$ cat src/rtl/core/assert_macros.svh
// Assertion macros included by the compressor top level.
`ifndef ASSERT_MACROS_SVH
`define ASSERT_MACROS_SVH

// Clocked assertion, disabled while reset is held.
`define ASSERT_CLK(label, prop, msg) \
  label: assert property (@(posedge clk) disable iff (!rst_n) (prop)) else $error(msg);

// Clocked assertion that also holds during reset.
`define ASSERT_ALWAYS(label, prop, msg) \
  label: assert property (@(posedge clk) (prop)) else $error(msg);

`endif

$ cat src/rtl/core/lzw_pkg.sv
// Package: constants and types of the LZW compressor.
package lzw_pkg;
  localparam int CODE_W      = 12;
  localparam int BYTE_W      = 8;
  localparam int KEY_W       = CODE_W + BYTE_W;
  localparam int NFC_W       = CODE_W + 1;
  localparam int DICT_DEPTH  = 1 << CODE_W;
  localparam int CODE_LIMIT  = 4095;
  localparam int TOP_CODE    = (CODE_LIMIT < DICT_DEPTH) ? CODE_LIMIT : DICT_DEPTH - 1;
  localparam logic [CODE_W-1:0] EOS_CODE      = CODE_W'(256);
  localparam logic [NFC_W-1:0]  LITERAL_CODES = NFC_W'(256);
  localparam logic [NFC_W-1:0]  FIRST_FREE    = LITERAL_CODES + NFC_W'(1);
  localparam logic [NFC_W-1:0]  TOP_CODE_V    = NFC_W'(TOP_CODE);

  typedef struct packed {
    logic                        load;
    logic [1:0]                  cnt;
    logic [2:0][CODE_W-1:0]      codes;
  } oq_load_t;
endpackage

$ cat src/rtl/core/lzw_oq.sv
// Output queue: holds up to three codes of one byte and hands them out in order.
module lzw_oq
  import lzw_pkg::*;
(
  input  logic              clk,
  input  logic              rst_n,
  input  oq_load_t          ld,
  output logic              empty,
  output logic              out_valid,
  input  logic              out_stall,
  output logic [CODE_W-1:0] out_code,
  output logic              out_last_of_run
);
  logic [1:0]             cnt_r, cnt_nxt;
  logic [2:0][CODE_W-1:0] q_r, q_nxt;

  always_comb begin
    cnt_nxt = cnt_r;
    q_nxt   = q_r;
    if (ld.load) begin
      cnt_nxt = ld.cnt;
      q_nxt   = ld.codes;
    end else if (out_valid && !out_stall) begin
      cnt_nxt = cnt_r - 2'd1;
      q_nxt   = {CODE_W'(0), q_r[2], q_r[1]};
    end
  end

  always_ff @(posedge clk) begin
    if (!rst_n) begin
      cnt_r <= 2'd0;
    end else begin
      cnt_r <= cnt_nxt;
    end
    q_r <= q_nxt;
  end

  assign empty           = (cnt_r == 2'd0);
  assign out_valid       = !empty;
  assign out_code        = q_r[0];
  assign out_last_of_run = (cnt_r == 2'd1);
endmodule

$ cat config.mk
export PLATFORM = sky130hd
export DESIGN_NAME = lzw_oq
export DESIGN_NICKNAME = d
export VERILOG_FILES = /design/src/rtl/core/assert_macros.svh /design/src/rtl/core/lzw_pkg.sv /design/src/rtl/core/lzw_oq.sv
export SDC_FILE = /design/constraint.sdc
export NUM_CORES = 1
export LEC_CHECK = 0
export ABC_AREA = 1
export CORE_ASPECT_RATIO = 0.5
export CORE_MARGIN = 2
export CORE_UTILIZATION = 55
export CTS_BUF_LIST = sky130_fd_sc_hd__clkbuf_16
export DETAILED_ROUTE_END_ITERATION = 7
export DONT_BUFFER_PORTS = 1
export PLACE_DENSITY = 0.81
export SKIP_LAST_GASP = 1
export SLEW_MARGIN = 20
export SYNTH_ARGS = -nofsm -noshare
export SYNTH_HDL_FRONTEND = slang
export SYNTH_SLANG_ARGS = --single-unit
export TNS_END_PERCENT = 30
$ cat constraint.sdc
create_clock -name clk -period 2.3 [get_ports clk]
set_clock_uncertainty 0.05 [all_clocks]
set_input_delay 0.115 -clock clk [delete_from_list [all_inputs] [get_ports clk]]
set_output_delay 0.115 -clock clk [all_outputs]
set_load 0.005 [all_outputs]
==> results.md, run 1 <==
- The run finished with clean final reports.
- The initial detailed-routing violation count is between 40 and 50.
- The final number of max-transition violations is 0.
- The post-detailed-route count of antenna-violating nets is 0.
- The relative slew slack is between 60% and 70%.
- For this run, the number of standard cells in the final layout without fillers is approximately 240.
- The count of standard-cell rows is 14.
- 0 antenna diodes ended up in the layout.
- Subtracting the final worst setup slack from the clock period gives 1.64 ns.
- The post-layout total power is ~1.7 mW.
- The top cell types in the final layout, fill and taps aside, are sky130_fd_sc_hd__nand2_1, sky130_fd_sc_hd__dlygate4sd3_1, sky130_fd_sc_hd__edfxtp_1.
- The die is ~84 um wide.
- The final critical path takes up a little under three quarters of the cycle.
- Setup repair after global routing left no endpoint under its margin.
- The fraction of power spent switching nets is ~22%.
- The clock tree synthesis step divided the H-tree into 2 levels.
- The post-layout worst setup margin is between 0.6 and 0.7 ns.
- Counting flops and latches in the post-synthesis netlist gives 38.
- The area growth from synthesis to layout is 25.4%.
- TritonCTS created 5 clock buffers.
- The power density over the cells is 768 nW/um^2.
- The arrival time at the worst endpoint is 1.51 ns.
- The number of setup buffers added after CTS is 0.
- The design area is 2190 um^2.
- The clock network fraction of design power is between 30% and 40%.
- The final global-route overflow total is 0.
- The most frequent standard cell in the layout excluding fill and tap cells is sky130_fd_sc_hd__nand2_1.
- Of the total power, combinational logic draws 10.6%.
- The synthesized cell area is 1750 um^2.
- The post-detailed-route DRC marker count is 0.
- The via-per-instance ratio is just under 5.
- The leakage power total is between 1 and 1.5 nW.
- The region available for standard cell placement spans about 3000 um^2.
- The last weighted congestion value of the routability-driven placer is 0.661.
- After clock tree synthesis, the clock-pin slew on the worst setup and hold paths is ~0.050 ns.
- The initial antenna violation count is 0.
- The number of cells in the design after placement is between 150 and 200.
- The total detailed-routing wirelength is about 3.4 mm.
- The upper clock frequency limit is approximately 0.61 GHz.
- The TritonCTS clock tree is yes.
- The maximum VDD drop is ~0.00045 V.
- Fill cells in the final layout number about 190.
- CTS saw 38 sinks.
- The switching power of the nets is around 360 uW.
- The first-pass detailed-route iteration total is 4.
- The first global-routing pass estimated 5.25 mm of wire.
- The sequential share of the synthesized area is between 60 and 70%.
- Dividing the synthesized area by the synthesized cell count gives about 10 um^2.
- The area enclosed by the die boundary is 3670 um^2.
- Counting along the longest clock path gives a buffer depth of 2.
- The tightest hold path in the finished design has a slack of ~0.067 ns.
- Cells fill slightly above 70% of the core in the end.
- The via count of the first global-routing pass was 1204.
- The critical-path maximum fanout is 38.
- The Yosys warning count is 0.
- Yosys mapped the design onto 14 distinct sky130hd cell types.
- The die boundary height is around 44 um.
- The initial core utilization is ~58%.
- The number of resized instances in the post-cts repair step is 0.
- The sequential share of power is 51.9%.
- When the netlist entered floorplanning its net count stood at roughly 220.
- The cell sitting at the root of the clock tree is a sky130_fd_sc_hd__clkbuf_16.
- The final hold violation count is 0.
- By startpoint and endpoint, the worst setup path is classified as reg2reg.
- The number of ports placed on the die boundary is 57.
- The placed cell area is between 1500 and 2000 um^2.
- The required time of the worst setup path is ~2.2 ns.
- Entering global routing, the biggest net connects 39 pins.
- The startpoint type of the worst setup path is a flop.
- The final sum of negative setup slack is 0 ns.
- The detailed router placed around 1200 vias in this run.
- The net count of the finished layout is 247.
- The later-pin clock latency in the skew report is ~0.28 ns.
- At the pin with the least slew margin, the transition time is about 0.5 ns.
- Synthesis produced 175 cells.
- After detailed routing, the average wire length per cell comes to 14.0 um.
- The count of port buffers added during placement is 0.
- STA classifies the critical path endpoint as a flop.
- The class of the tightest hold or removal check is in2reg.
- For this run, the total global-route usage over all layers was measured as between 10% and 20%.
- The worst setup slack before clock tree synthesis is approximately 0.66 ns.
- The count of maximum capacitance violations is 0.
- Setup violations remaining at the end of the flow were counted as 0.
- In the final layout, the share of cells above drive strength 1 is about 5.4%.
- Internal power comes to approximately 1.3 mW.
==> final timing paths <==
check / from / depth (start not counted) / slack (ns) / to
worst max-delay path: cnt_r[0] / 4 / 0.66 / q_r[26]
worst min-delay path: ld[38] / 5 / 0.07 / cnt_r[0]
worst max register to register: cnt_r[0] / 4 / 0.66 / q_r[26]
worst min register to register: q_r[32] / 2 / 0.46 / q_r[20]
==> layout make-up <==
cell class	instances	area, um^2	share of cell area [%]
inverters	18	67.6	3.09
flip-flops and latches	38	1120	51.2
clock inverters	3	12.5	0.571
clock buffers	5	125	5.71
repair buffers	39	398	18.2
well taps	40	50.0	2.29
multi-input cells	101	415	19.0
==> cells in the mapped netlist (all sizes together) <==
cell type,instances,share of area (%)
a21oi,1,0.29
ha,2,1.4
dfxtp,2,2.3
o21ai,2,0.79
nand3,1,0.29
inv,18,3.9
nand2,92,20
nor2,3,0.79
buf,18,8.6
edfxtp,36,62
==> power groups by stage <==
stage | Combinational [mW] | Sequential (mW) | Clock (mW)
global placement | 0.103 | 0.884 | 0
CTS | 0.174 | 0.873 | 0.636
finish | 0.178 | 0.873 | 0.631
detailed placement | 0.110 | 0.887 | 0
floorplan | 0.135 | 0.875 | 0
global route | 0.199 | 0.879 | 0.666
==> worst max-delay path, cell delays in order (launching register included) <==
cell                      delay [ns]
sky130_fd_sc_hd__dfxtp_1        0.37
sky130_fd_sc_hd__inv_1          0.06
sky130_fd_sc_hd__ha_1           0.26
sky130_fd_sc_hd__o21ai_4        0.13
sky130_fd_sc_hd__buf_4          0.41
==> logic make-up after synthesis <==
kind of cell / Yosys count / share of synthesized area (%)
simple gates: 96 / 20.8
buf+inv: 36 / 12.5
compound gates: 3 / 1.07
fa+ha+maj: 2 / 1.43
flops: 38 / 64.2
==> metal layers <==
layer  up-vias  GRT usage (%)  part of all wire, %
met5         -              0                    0
met4         0           11.9                  2.6
met3        11           9.14                  8.1
met2        59           30.9                   47
met1       538           22.3                   42
li1        589              -                    -
==> flip-flops by register name, summed over array words and instances (netlist names) <==
signal	count
out_code	12
cnt_r	2
q_r	24
==> repair_timing <==
item	4_1_cts	5_1_grt
hold endpoints to repair	38	0
hold buffers	38	0
setup endpoints to repair	0	0
Note: power is estimated with default switching activity, not from simulation.
==> inputs of run 2 (changes only) <==
Settings changed: ABC_AREA 1 to 0, PLACE_DENSITY 0.81 to 0.84.
Clock period 2.3 ns to 1.4 ns, I/O delays scaled along.
==> results.md, run 2 <==
- The relative slew slack is between 80% and 90%.
- The leakage power total is 0.823 nW.
- The maximum buffer depth of the clock tree is 2.
- The top cell type by total area after synthesis is sky130_fd_sc_hd__edfxtp_1.
- In the synthesized netlist the dominant register cell turns out to be sky130_fd_sc_hd__edfxtp_1.
- STA classifies the critical path startpoint as a flop.
- The buffers plus inverters on the worst setup path is 1.
- After layout, the worst path uses 97.9% of the clock period.
- Yosys attributes the largest share of cell area to sky130_fd_sc_hd__edfxtp_1, sky130_fd_sc_hd__mux2_2, sky130_fd_sc_hd__buf_4.
- Counting flops per register, the top entry is q_r.
- The via count of the first global-routing pass is between 900 and 1000.
- The arrival time at the worst endpoint is about 1.5 ns.
- Routability-driven placement finished with a final weighted congestion of between 0.6 and 0.7.
- The sequential share of the synthesized area is between 60% and 70%.
- Relative to the synthesized area, the layout overhead comes to 33.9%.
- The number of different library cells used by synthesis comes to 17.
- The flip-flop count of the largest register after layout is 24.
- Data on the critical path is required at its endpoint by between 1.5 and 2 ns.
- The first-pass detailed-route iteration total is 4.
- The global routing usage summed across all routing layers is 19.1%.
- The signal on the critical path passes through inv_2, ha_4, or4_1, o31a_1, a21boi_1.
- Among all stages on the critical path, the largest delay is contributed by sky130_fd_sc_hd__or4_1.
- In this run the power density over the cells is around 1200 nW/um^2.
- Leaving out filler cells and counting taps, the final layout contains 180.
- The area enclosed by the die boundary is 3520 um^2.
- On the worst path, the slowest cell contributes a delay of 0.47 ns.
- Overall power consumption after layout is estimated at approximately 2.8 mW.
- The worst hold path begins at out_stall.
- The area share of the largest cell type after synthesis is ~65%.
- The Yosys warning count is 0.
- The region available for standard cell placement spans 2940 um^2.
- The maximum VDD drop is around 0.00079 V.
- The final critical-path required period is roughly 1.4 ns.
- Leaving out fill and tap cells, the most frequent cells in the layout are sky130_fd_sc_hd__dlygate4sd3_1, sky130_fd_sc_hd__edfxtp_1, sky130_fd_sc_hd__mux2_2.
- The number of inserted diodes is 0.
- The clock reaches the later pin of the worst-skew pair after ~0.28 ns.
- On the critical path the largest part of the delay comes from simple AND/OR/NAND/NOR gates.
- Once placement completed, the tool counted placed cells totaling 131.
- After detailed routing, the number of remaining DRC violations is 0.
- The initial antenna violation count came to 0.
- The initial core utilization is a little under three fifths.
- The number of ports placed on the die boundary is 57.
- After floorplanning, the core was divided into 14 placement rows.
- Of all nets on the critical path, the largest fanout is 5.
- In the synthesized netlist, the number of instances is 105.
- The total overflow left after global routing is 0.
- Input and output buffers added on the ports amount to 0.
- The total detailed-routing wirelength is approximately 2.8 mm.
- The detail route stage leaves a number of antenna-violating nets equal to 0.
- The final hold violation count was 0.
- The cell area that synthesis handed to floorplanning was between 1500 and 2000 um^2.
- The class of the tightest hold or removal check is in2reg.
- From bottom edge to top edge, the die measures 43.0 um.
- The number of vias in the routed layout is between 800 and 900.
- The kind of end point of the critical path is a flop.
- After detailed routing, the average wire length per cell comes to around 16 um.
- The pin count of the biggest net entering global routing is 40.
- After clock tree synthesis, the clock-pin slew on the worst setup and hold paths is approximately 0.050 ns.
- Global routing consumed, on the met1 layer, 21.8% of the routing resources.
- The tree is rooted in a sky130_fd_sc_hd__clkbuf_16.
- The TritonCTS clock tree is yes.
- The final number of max-transition violations is 0.
- The H-tree level count is 2.
- The number of resized instances in the post-cts repair step is 0.
- After synthesis the netlist holds a flip-flop and latch count of 38.
- The mean instance size in the synthesized netlist is around 16 um^2.
- The initial detailed-routing violation count is 27.
- The launch instance of the worst register-to-register path is cnt_r[1].
- The first-pass GRT wire length is approximately 4.6 mm.
- In the final design database the tool counted between 150 and 200 nets.
- Counting every net in the synthesized netlist gives between 100 and 150.
- The upper clock frequency limit is ~0.73 GHz.
- The critical path in this run is classified as reg2reg.
- The async set-or-reset flop fraction in the synthesized netlist is 0%.
- The share of post-route cells with drive strength above 1 is 28.6%.
- Tracing the worst setup path back leads to its startpoint at cnt_r[1].
- Setup violations remaining at the end of the flow were counted as 0.
- The number of CTS-inserted buffers is 5.
- The flow ran to the end, and the final reports show no timing, DRC or antenna violations.
- The count of maximum capacitance violations is 0.
- The tree built by TritonCTS fans out to 38 sinks.
- The global routing stage identified its most utilized layer as met2.
- The library cell used most frequently in the layout, excluding fill and tap cells, is sky130_fd_sc_hd__dlygate4sd3_1.
- At the pin with the least slew margin, the transition time is just under 0.2 ns.
- Yosys mapped a number of flops with a built-in enable equal to 36.
- Setup repair after global routing could not meet its margin everywhere.
- The fraction of met3 tracks used by global routing is under 10%.
- The final HPWL from detailed placement is roughly 1.7 mm.
- Sorting the synthesized cells by how often they occur yields sky130_fd_sc_hd__edfxtp_1, sky130_fd_sc_hd__mux2_2, sky130_fd_sc_hd__and2_1, sky130_fd_sc_hd__buf_4, sky130_fd_sc_hd__inv_1.
- In the routed layout, each cell is associated on average with a via count of a little under 5.
- The cell with the most instances after synthesis is sky130_fd_sc_hd__edfxtp_1.
- The global-route track usage on met2 is approximately 33%.
- The width of the chip is just over 80 um.
-- run 2: layer usage --
metal	vias to the layer above	wire length, um
met4	0	38
met2	29	1530
met1	420	1120
met3	5	145
li1	437	-
met5	-	0
-- run 2: metrics by stage --
stage	area, um^2	util, %	hold WS, ns	TNS, ns	setup slack, ns
2_1_floorplan	1700	-	0.151	-8.81	-0.245
3_3_place_gp	1680	57.0	0.155	0	0.0500
3_5_place_dp	1680	57.0	0.169	-0.0135	-0.0135
4_1_cts	2240	76.0	0.0334	0	0.00311
5_1_grt	2240	76.0	0.0617	-0.0345	-0.0345
6_report	2240	76.0	0.0483	0	0.0288
-- run 2: final cells by class --
class | count | area [um^2]
Tap cell | 40 | 50.0
Clock inverter | 3 | 16.3
Clock buffer | 5 | 125
Inverter | 4 | 15.0
Multi-Input combinational cell | 47 | 449
Sequential cell | 38 | 1120
Fill cell | 172 | 707
Timing Repair Buffer | 43 | 458
-- run 2: repair_timing --
| item | 4_1_cts | 5_1_grt |
|---|---|---|
| endpoints found under the setup margin | 1 | 1 |
| setup buffers | 1 | 0 |
| pin swaps | 0 | 1 |
| hold buffers | 40 | 0 |
| endpoints found under the hold margin | 38 | 0 |
-- run 2: final timing paths --
kind / slack (ns) / to / cells past startpoint
max: 0.03 / cnt_r[1] / 5
min: 0.05 / cnt_r[0] / 3
max reg2reg: 0.03 / cnt_r[1] / 5
min reg2reg: 0.50 / out_code[6] / 1
-- run 2: tightest hold or removal path, stage by stage --
cell	delay (ns)
sky130_fd_sc_hd__nor2_1	0.04
sky130_fd_sc_hd__xnor2_1	0.15
sky130_fd_sc_hd__a21oi_1	0.07
-- run 2: logic make-up (layout without fill, tap and decap cells) --
kind of cell / Yosys count / in the layout / share of synthesized area, %
flip-flops: 38 / 38 / 67.1
XOR/XNOR: 1 / 1 / 0.524
multiplexers: 24 / 24 / 16.2
AO/OA/AOI/OAI: 5 / 5 / 1.87
buffers and inverters: 20 / 55 / 7.42
AND/OR/NAND/NOR: 15 / 15 / 5.39
adder cells (fa/ha/maj): 2 / 2 / 1.50
-- run 2: where the power goes --
group	internal, mW	switching [mW]
clock	0.648	0.403
combinational	0.189	0.118
sequential	1.38	0.0372
total	2.22	0.559
